===== src/design/blhi_pkg.sv =====
// Shared types, codes and reset values for the battery level hysteresis indicator.
package blhi_pkg;

	localparam int unsigned MV_W    = 13;
	localparam int unsigned DEB_W   = 10;
	localparam int unsigned BLINK_W = 8;
	localparam int unsigned CFG_IDX_W = 3;
	localparam int unsigned CFG_DATA_W = 13;

	localparam logic [1:0] LVL_HIGH = 2'd0;
	localparam logic [1:0] LVL_MID  = 2'd1;
	localparam logic [1:0] LVL_LOW  = 2'd2;

	localparam logic [1:0] ST_NORMAL   = 2'd0;
	localparam logic [1:0] ST_VOLT_ERR = 2'd1;

	localparam logic [1:0] BEEP_NONE = 2'd0;
	localparam logic [1:0] BEEP_WARN = 2'd1;
	localparam logic [1:0] BEEP_STOP = 2'd2;

	localparam logic [CFG_IDX_W-1:0] REG_HIGH_TO_MID   = 3'd0;
	localparam logic [CFG_IDX_W-1:0] REG_MID_TO_HIGH   = 3'd1;
	localparam logic [CFG_IDX_W-1:0] REG_MID_TO_LOW    = 3'd2;
	localparam logic [CFG_IDX_W-1:0] REG_LOW_TO_MID    = 3'd3;
	localparam logic [CFG_IDX_W-1:0] REG_DEBOUNCE      = 3'd4;
	localparam logic [CFG_IDX_W-1:0] REG_MID_BLINK     = 3'd5;
	localparam logic [CFG_IDX_W-1:0] REG_LOW_BLINK     = 3'd6;

	localparam logic [MV_W-1:0]    RST_HIGH_TO_MID = 13'd3770;
	localparam logic [MV_W-1:0]    RST_MID_TO_HIGH = 13'd3790;
	localparam logic [MV_W-1:0]    RST_MID_TO_LOW  = 13'd3650;
	localparam logic [MV_W-1:0]    RST_LOW_TO_MID  = 13'd3680;
	localparam logic [DEB_W-1:0]   RST_DEBOUNCE    = 10'd400;
	localparam logic [BLINK_W-1:0] RST_MID_BLINK   = 8'd200;
	localparam logic [BLINK_W-1:0] RST_LOW_BLINK   = 8'd50;

	typedef struct packed {
		logic [MV_W-1:0] voltage_mv;
		logic [1:0]      run_status;
	} item_t;

	typedef struct packed {
		logic [1:0] battery_level;
		logic       power_led_bit;
		logic [1:0] beep_command;
		logic [1:0] new_run_status;
	} result_t;

	typedef struct packed {
		logic [MV_W-1:0]    high_to_mid_mv;
		logic [MV_W-1:0]    mid_to_high_mv;
		logic [MV_W-1:0]    mid_to_low_mv;
		logic [MV_W-1:0]    low_to_mid_mv;
		logic [DEB_W-1:0]   debounce_ticks;
		logic [BLINK_W-1:0] mid_blink_period;
		logic [BLINK_W-1:0] low_blink_period;
	} cfg_t;

	typedef struct packed {
		logic [1:0]         level;
		logic [DEB_W-1:0]   rise_count;
		logic [DEB_W-1:0]   fall_count;
		logic [BLINK_W-1:0] blink_count;
	} state_t;

endpackage


===== src/design/blhi_step.sv =====
// Next-state and result logic for one voltage tick.
module blhi_step
	import blhi_pkg::*;
(
	input  state_t  cur,
	input  cfg_t    cfg,
	input  item_t   item,
	output state_t  nxt,
	output result_t res
);

	logic               below_h2m, above_m2h, below_m2l, above_l2m;
	logic               rise_done, fall_done;
	logic [DEB_W-1:0]   rise_inc, fall_inc;
	logic [1:0]         lvl_n;
	logic [BLINK_W-1:0] period, blink_n;
	logic [1:0]         st_n, beep;

	assign below_h2m = item.voltage_mv < cfg.high_to_mid_mv;
	assign above_m2h = item.voltage_mv > cfg.mid_to_high_mv;
	assign below_m2l = item.voltage_mv < cfg.mid_to_low_mv;
	assign above_l2m = item.voltage_mv > cfg.low_to_mid_mv;

	// debounce counters: done once the count has reached the limit
	assign rise_done = !(cur.rise_count < cfg.debounce_ticks);
	assign fall_done = !(cur.fall_count < cfg.debounce_ticks);
	assign rise_inc  = rise_done ? '0 : cur.rise_count + DEB_W'(1);
	assign fall_inc  = fall_done ? '0 : cur.fall_count + DEB_W'(1);

	always_comb begin
		lvl_n          = cur.level;
		nxt.rise_count = '0;
		nxt.fall_count = '0;
		if (cur.level == LVL_HIGH) begin
			if (below_h2m) begin
				nxt.fall_count = fall_inc;
				if (fall_done) lvl_n = LVL_MID;
			end
		end else if (cur.level == LVL_MID) begin
			if (above_m2h) begin
				nxt.rise_count = rise_inc;
				if (rise_done) lvl_n = LVL_HIGH;
			end else if (below_m2l) begin
				nxt.fall_count = fall_inc;
				if (fall_done) lvl_n = LVL_LOW;
			end
		end else begin
			if (above_l2m) begin
				nxt.rise_count = rise_inc;
				if (rise_done) lvl_n = LVL_MID;
			end
		end
	end

	always_comb begin
		st_n = item.run_status;
		beep = BEEP_NONE;
		if (lvl_n == LVL_HIGH || lvl_n == LVL_MID) begin
			period = (lvl_n == LVL_HIGH) ? '0 : cfg.mid_blink_period;
			if (item.run_status == ST_VOLT_ERR) begin
				beep = BEEP_STOP;
				st_n = ST_NORMAL;
			end
		end else begin
			period = cfg.low_blink_period;
			if (item.run_status == ST_NORMAL) begin
				beep = BEEP_WARN;
				st_n = ST_VOLT_ERR;
			end
		end
	end

	assign blink_n = (cur.blink_count < period) ? cur.blink_count + BLINK_W'(1) : '0;

	assign nxt.level       = lvl_n;
	assign nxt.blink_count = blink_n;

	assign res.battery_level  = lvl_n;
	assign res.power_led_bit  = blink_n <= (period >> 1);
	assign res.beep_command   = beep;
	assign res.new_run_status = st_n;

endmodule


===== src/design/battery_level_hysteresis_indicator_unit.sv =====
// Top level of the battery level hysteresis indicator.
//
//  channel  | handshake                 | payload
//  ---------+---------------------------+--------------------------------
//  item     | item_valid / item_stall   | item   (voltage_mv, run_status)
//  result   | result_valid/result_stall | result (level, led, beep, status)
//  config   | cfg_we                    | cfg_index, cfg_wdata
//
// One transaction per cycle sustained while the result is not stalled; the path runs
// through the input register then the result register, with the state update in between.
// Reset restores register defaults, high level and cleared counters.
// A stalled result holds the input register; the input stalls only when both are full.
module battery_level_hysteresis_indicator_unit
	import blhi_pkg::*;
(
	input  logic                  clk,
	input  logic                  arst_n,
	input  logic                  item_valid,
	output logic                  item_stall,
	input  item_t                 item,
	output logic                  result_valid,
	input  logic                  result_stall,
	output result_t               result,
	input  logic                  cfg_we,
	input  logic [CFG_IDX_W-1:0]  cfg_index,
	input  logic [CFG_DATA_W-1:0] cfg_wdata
);

	cfg_t    cfg_q;
	state_t  state_q, state_n;
	logic    valid_s1;
	item_t   item_s1;
	result_t res_n;
	logic    adv;

	assign adv        = valid_s1 && (!result_valid || !result_stall);
	assign item_stall = valid_s1 && !adv;

	always_ff @(posedge clk or negedge arst_n) begin
		if (!arst_n) begin
			cfg_q.high_to_mid_mv   <= RST_HIGH_TO_MID;
			cfg_q.mid_to_high_mv   <= RST_MID_TO_HIGH;
			cfg_q.mid_to_low_mv    <= RST_MID_TO_LOW;
			cfg_q.low_to_mid_mv    <= RST_LOW_TO_MID;
			cfg_q.debounce_ticks   <= RST_DEBOUNCE;
			cfg_q.mid_blink_period <= RST_MID_BLINK;
			cfg_q.low_blink_period <= RST_LOW_BLINK;
		end else if (cfg_we) begin
			unique case (cfg_index)
				REG_HIGH_TO_MID: cfg_q.high_to_mid_mv   <= cfg_wdata[MV_W-1:0];
				REG_MID_TO_HIGH: cfg_q.mid_to_high_mv   <= cfg_wdata[MV_W-1:0];
				REG_MID_TO_LOW:  cfg_q.mid_to_low_mv    <= cfg_wdata[MV_W-1:0];
				REG_LOW_TO_MID:  cfg_q.low_to_mid_mv    <= cfg_wdata[MV_W-1:0];
				REG_DEBOUNCE:    cfg_q.debounce_ticks   <= cfg_wdata[DEB_W-1:0];
				REG_MID_BLINK:   cfg_q.mid_blink_period <= cfg_wdata[BLINK_W-1:0];
				REG_LOW_BLINK:   cfg_q.low_blink_period <= cfg_wdata[BLINK_W-1:0];
				default: ;
			endcase
		end
	end

	always_ff @(posedge clk or negedge arst_n) begin
		if (!arst_n) begin
			valid_s1 <= 1'b0;
		end else if (item_valid && !item_stall) begin
			valid_s1 <= 1'b1;
		end else if (adv) begin
			valid_s1 <= 1'b0;
		end
	end

	always_ff @(posedge clk) begin
		if (item_valid && !item_stall) item_s1 <= item;
	end

	blhi_step u_step (
		.cur  (state_q),
		.cfg  (cfg_q),
		.item (item_s1),
		.nxt  (state_n),
		.res  (res_n)
	);

	always_ff @(posedge clk or negedge arst_n) begin
		if (!arst_n) begin
			state_q.level       <= LVL_HIGH;
			state_q.rise_count  <= '0;
			state_q.fall_count  <= '0;
			state_q.blink_count <= '0;
			result_valid        <= 1'b0;
		end else if (adv) begin
			state_q      <= state_n;
			result_valid <= 1'b1;
		end else if (!result_stall) begin
			result_valid <= 1'b0;
		end
	end

	always_ff @(posedge clk) begin
		if (adv) result <= res_n;
	end

`ifndef SYNTHESIS
	a_one_counter: assert property (@(posedge clk) disable iff (!arst_n)
		!(state_q.rise_count != '0 && state_q.fall_count != '0))
		else $error("rise and fall counters both active");

	a_hold_s1: assert property (@(posedge clk) disable iff (!arst_n)
		(valid_s1 && result_valid && result_stall) |=> valid_s1)
		else $error("input register lost a transaction under stall");

	a_high_led_on: assert property (@(posedge clk) disable iff (!arst_n)
		(result_valid && result.battery_level == LVL_HIGH) |-> result.power_led_bit)
		else $error("power LED off at high level");

	a_warn_low: assert property (@(posedge clk) disable iff (!arst_n)
		(result_valid && result.beep_command == BEEP_WARN) |->
		(result.battery_level == LVL_LOW && result.new_run_status == ST_VOLT_ERR))
		else $error("warning beep outside low level");
`endif

endmodule

===== config.mk =====
export PLATFORM = sky130hd
export DESIGN_NAME = battery_level_hysteresis_indicator_unit
export DESIGN_NICKNAME = d
export VERILOG_FILES = /design/src/design/blhi_pkg.sv /design/src/design/blhi_step.sv /design/src/design/battery_level_hysteresis_indicator_unit.sv
export SDC_FILE = /design/constraint.sdc
export NUM_CORES = 1
export LEC_CHECK = 0
export ABC_AREA = 1
export BUFFER_PORTS_ARGS = -buffer_cell sky130_fd_sc_hd__buf_4
export CORE_MARGIN = 4
export CORE_UTILIZATION = 58
export DETAILED_ROUTE_END_ITERATION = 8
export GPL_TIMING_DRIVEN = 0
export PLACE_DENSITY = 0.76
export SLEW_MARGIN = 20
export SYNTH_ARGS = -nofsm -noshare
export SYNTH_HDL_FRONTEND = slang
export SYNTH_HIERARCHICAL = 1
export SYNTH_SLANG_ARGS = --single-unit

===== constraint.sdc =====
create_clock -name clk -period 8.8 [get_ports clk]
set_clock_uncertainty 0.05 [all_clocks]
set_input_delay 1.32 -clock clk [delete_from_list [all_inputs] [get_ports clk]]
set_output_delay 1.32 -clock clk [all_outputs]
set_load 0.005 [all_outputs]

==> results summary <==
Setup total negative slack on the finished layout was measured at 0 ns. The hold violation count in the final report is 0. In this run the deepest clock path goes through 2 buffers. The number of slew-limit violations in the final report came to 0.

The first-pass iteration count of the detailed router came out at 5. The cell area after technology mapping came out at 8015 µm². The depth of the worst hold-timing path came out at 2. In the global route stage, overall resource usage came out at 25.06%. The maximum clock frequency came out at 200.4 MHz. The number of H-tree levels is 4.

The first global-routing pass estimated 31.71 mm of wire. Counting every net in the synthesized netlist gives 1,151. For this run, asynchronously set or reset flops after synthesis account for a little over four fifths. The instance count on the critical path came out at 30. The horizontal extent of the die is approximately 130 µm. The required time at the endpoint of the critical path came out at 8.94 ns. The total DRC errors in the routed layout came out at 0. The worst hold path belongs to the class reg -> reg.

Among all flip-flop cells after synthesis, the most frequent one is sky130_fd_sc_hd__dfrtp_1. The flop and latch count out of synthesis is 132. The run finished with clean final reports. Using the TritonRoute via totals, the vias-per-cell ratio works out to approximately 5.2. Before CTS, the worst setup slack after placement is slightly below 4 ns. The total CTS buffers came out at 17.

The iteration-0 DRC count of the detailed router came out at 523. The port buffer count came out at 44. The worst-case setup margin in the final layout came out at 3.811 ns.

The half-perimeter wire length after detailed placement is 13.23 mm. The synthesized instance count is 1,030. Dividing the synthesized area by the synthesized cell count gives 7.782 µm².

The worst setup path is launched from a register. The growth of design area from synthesis to finish came out at 15.05%. The number of nets in the layout came out at 1,215.

The slowest stage of the critical path is the sky130_fd_sc_hd__edfxtp_1 cell. The critical path is of the reg -> reg type. The total vias in the final route came out at approximately 6,700.

Power spread over the standard cell area amounts to roughly 240 nW/µm². For the pin with the worst max-slew slack, the measured transition is about 0.9 ns. The data arrival at the endpoint of the critical path is slightly above 5 ns. The placeable core region is 13,400 µm².

The maximum fanout count along the critical path came out at 11. The max-capacitance violation count came out at 0. The largest delay contributor family on the critical path is simple AND/OR/NAND/NOR gates. For the worst flop-to-flop path, the logic depth is 30. The total number of placement rows is 42. The worst voltage drop across the vdd grid came out at 0.1714 mV. The final layout contains routed wiring with a total length of 18.99 mm. The maximum cell stage delay along the critical path is 0.49 ns. The minimum clock period is 4.989 ns.

The via count of the first global-routing pass is 6,686. The die is about 130 µm tall. Post-CTS repair changed the size of 0 cells.

In this run the static leakage power is 4.903 nW. The share of cells above drive strength 1 came out at 13.37%. The CTS tree is yes. The total power consumption of the routed design came out at 0.002254 W.

The clock-pin slew reported for the worst setup and hold paths after clock tree synthesis is 0.06 ns. Setup repair after global routing left no endpoint under its margin. The portion of the post-synthesis area used by sequential elements came out at a little over two fifths. The worst setup path is captured at a register. The tree is rooted in a sky130_fd_sc_hd__clkbuf_16. The insertion delay of the later-clocked pin in the worst-skew pair came out at between 0.4 and 0.5 ns. 45 I/O pins were placed.

The distinct cell type count after synthesis came out at 36. The post-CTS repair timing setup buffer count is 0. Setup violations remaining at the end of the flow were counted as 0. For this configuration, the core starts out at a cell density of between 50% and 60%. The total of hold buffers inserted after clock tree synthesis is 0. The max-slew headroom at the worst pin came out at 38.86%. The placer congestion estimate is approximately 0.89. The number of synthesized flops with an enable pin is 22.

The routed length per placed instance came out at 14.80 µm. The total congestion overflow after global routing is 0. The pin count of the biggest net entering global routing came out at 59. The total of warnings raised by yosys is 6. The number of buffer and inverter stages on the critical path came out at 6. The die area came out at 15,760 µm². The number of nets still failing antenna checks after routing came out at 0. The number of antenna violations at the first check in global routing came to 0.

0 antenna diodes ended up in the layout. The CTS sink count came out at about 130. The share of the clock period used by the worst path after layout came out at 56.69%.
==> power by group <==
part	total [W]	switching (W)	internal (W)
sequential	0.000819	0.0000692	0.000749
combinational	0.000683	0.000430	0.000253
clock	0.000752	0.000269	0.000483
==> per-layer routing <==
| layer | wire [µm] | share of wire (%) | up-vias | global-route usage (%) |
|---|---|---|---|---|
| li1 | - | - | 3372 | - |
| met4 | 336 | 1.8 | 0 | 7.717 |
| met1 | 8643 | 46 | 3173 | 33.50 |
| met5 | 0 | 0 | - | 0 |
| met2 | 8853 | 47 | 164 | 40.65 |
| met3 | 1154 | 6.1 | 22 | 5.928 |
==> cell usage after synthesis (3+ instances only) <==
| cell | number | area [µm²] |
|---|---|---|
| sky130_fd_sc_hd__o21ai_0 | 4 | 20.02 |
| sky130_fd_sc_hd__nor3_1 | 13 | 65.06 |
| sky130_fd_sc_hd__inv_2 | 5 | 18.77 |
| sky130_fd_sc_hd__nor2_2 | 4 | 25.02 |
| sky130_fd_sc_hd__dfrtp_1 | 75 | 1877 |
| sky130_fd_sc_hd__nor3b_1 | 4 | 30.03 |
| sky130_fd_sc_hd__buf_4 | 7 | 52.55 |
| sky130_fd_sc_hd__xor2_1 | 11 | 96.34 |
| sky130_fd_sc_hd__a21oi_1 | 29 | 145.1 |
| sky130_fd_sc_hd__nor2_1 | 54 | 202.7 |
| sky130_fd_sc_hd__a21o_1 | 4 | 30.03 |
| sky130_fd_sc_hd__nand3_1 | 76 | 380.4 |
| sky130_fd_sc_hd__nand4_1 | 7 | 43.79 |
| sky130_fd_sc_hd__nand2_1 | 427 | 1603 |
| sky130_fd_sc_hd__nand2_2 | 4 | 25.02 |
| sky130_fd_sc_hd__edfxtp_1 | 22 | 660.6 |
| sky130_fd_sc_hd__nand3b_1 | 3 | 22.52 |
| sky130_fd_sc_hd__ha_1 | 85 | 1064 |
| sky130_fd_sc_hd__dfstp_2 | 35 | 919.6 |
| sky130_fd_sc_hd__buf_2 | 9 | 45.04 |
| sky130_fd_sc_hd__xnor2_1 | 6 | 52.55 |
| sky130_fd_sc_hd__clkbuf_1 | 5 | 18.77 |
| sky130_fd_sc_hd__inv_1 | 122 | 457.9 |
==> path summary, 6_finish.rpt <==
path / start / to / slack (ns)
worst min register to register: cfg_q[75] / cfg_q[75] / 0.41
worst min-delay path: cfg_q[75] / cfg_q[75] / 0.41
worst max register to register: item_s1[10] / result[4] / 3.81
min in group asynchronous: arst_n / cfg_q[33] / 0.83
worst max-delay path: item_s1[10] / result[4] / 3.81
max in group asynchronous: arst_n / cfg_q[1] / 7.15
==> metrics by stage <==
stage | cells | utilization, % | cell area [µm²] | hold WS, ns
floorplan | 1030 | - | 8015 | 0.3919
global placement | 1250 | 63.92 | 8566 | 0.3981
detailed placement | 1251 | 64.16 | 8597 | 0.4032
CTS | 1283 | 68.81 | 9221 | 0.4123
global route | 1283 | 68.81 | 9221 | 0.4243
finish | 1283 | 68.81 | 9221 | 0.4115
==> worst register-to-register path: cells and delay by family, from the launching register on <==
kind	cells	cell delay (ns)
flops	1	0.49
compound gates	8	1.32
fa+ha+maj	3	0.77
simple gates	13	1.66
buf+inv	6	0.46
==> registers in the layout, summed over array words and instances, names as in the netlist <==
register	cells
valid_s1	1
item_s1	15
cfg_q	78
state_q	30
result	7
result_valid	1
==> kinds of logic after synthesis <==
group / count (synthesis) / share of synthesized area [%]
xor gates and xnor gates: 17 / 1.858
buffers and inverters: 152 / 7.774
and+or+nand+nor: 603 / 31.20
adders and majority gates: 85 / 13.27
AOI/OAI and AO/OA: 41 / 2.763
DFF: 132 / 43.13
==> layout by cell type, fill, tap and decap left out, drive strengths merged <==
cell type and count:
xnor2 6, nand2 433, edfxtp 22, o22ai 1, xor2 11, o21ai 5, dfrtp 75, nand3b 3
clkinv 5, inv 130, nor2 60, nor3b 4, nand3 78, o21bai 1, bufinv 4, dfstp 35
clkbuf 25, buf 65, nor3 13, and2 2, or2 3, a21o 4, nand4 7, a211oi 1
ha 85, a21oi 29
==> final cells by class <==
class | instances | area, µm²
clock inverter | 12 | 177.7
inverter | 127 | 476.7
tap | 176 | 220.2
sequential | 132 | 3457
clock buffer | 20 | 446.7
fill | 1095 | 4179
buffer | 25 | 146.4
multi-input combinational | 746 | 3935
timing repair buffer | 45 | 361.6
Note: power is estimated with default switching activity, not from simulation.
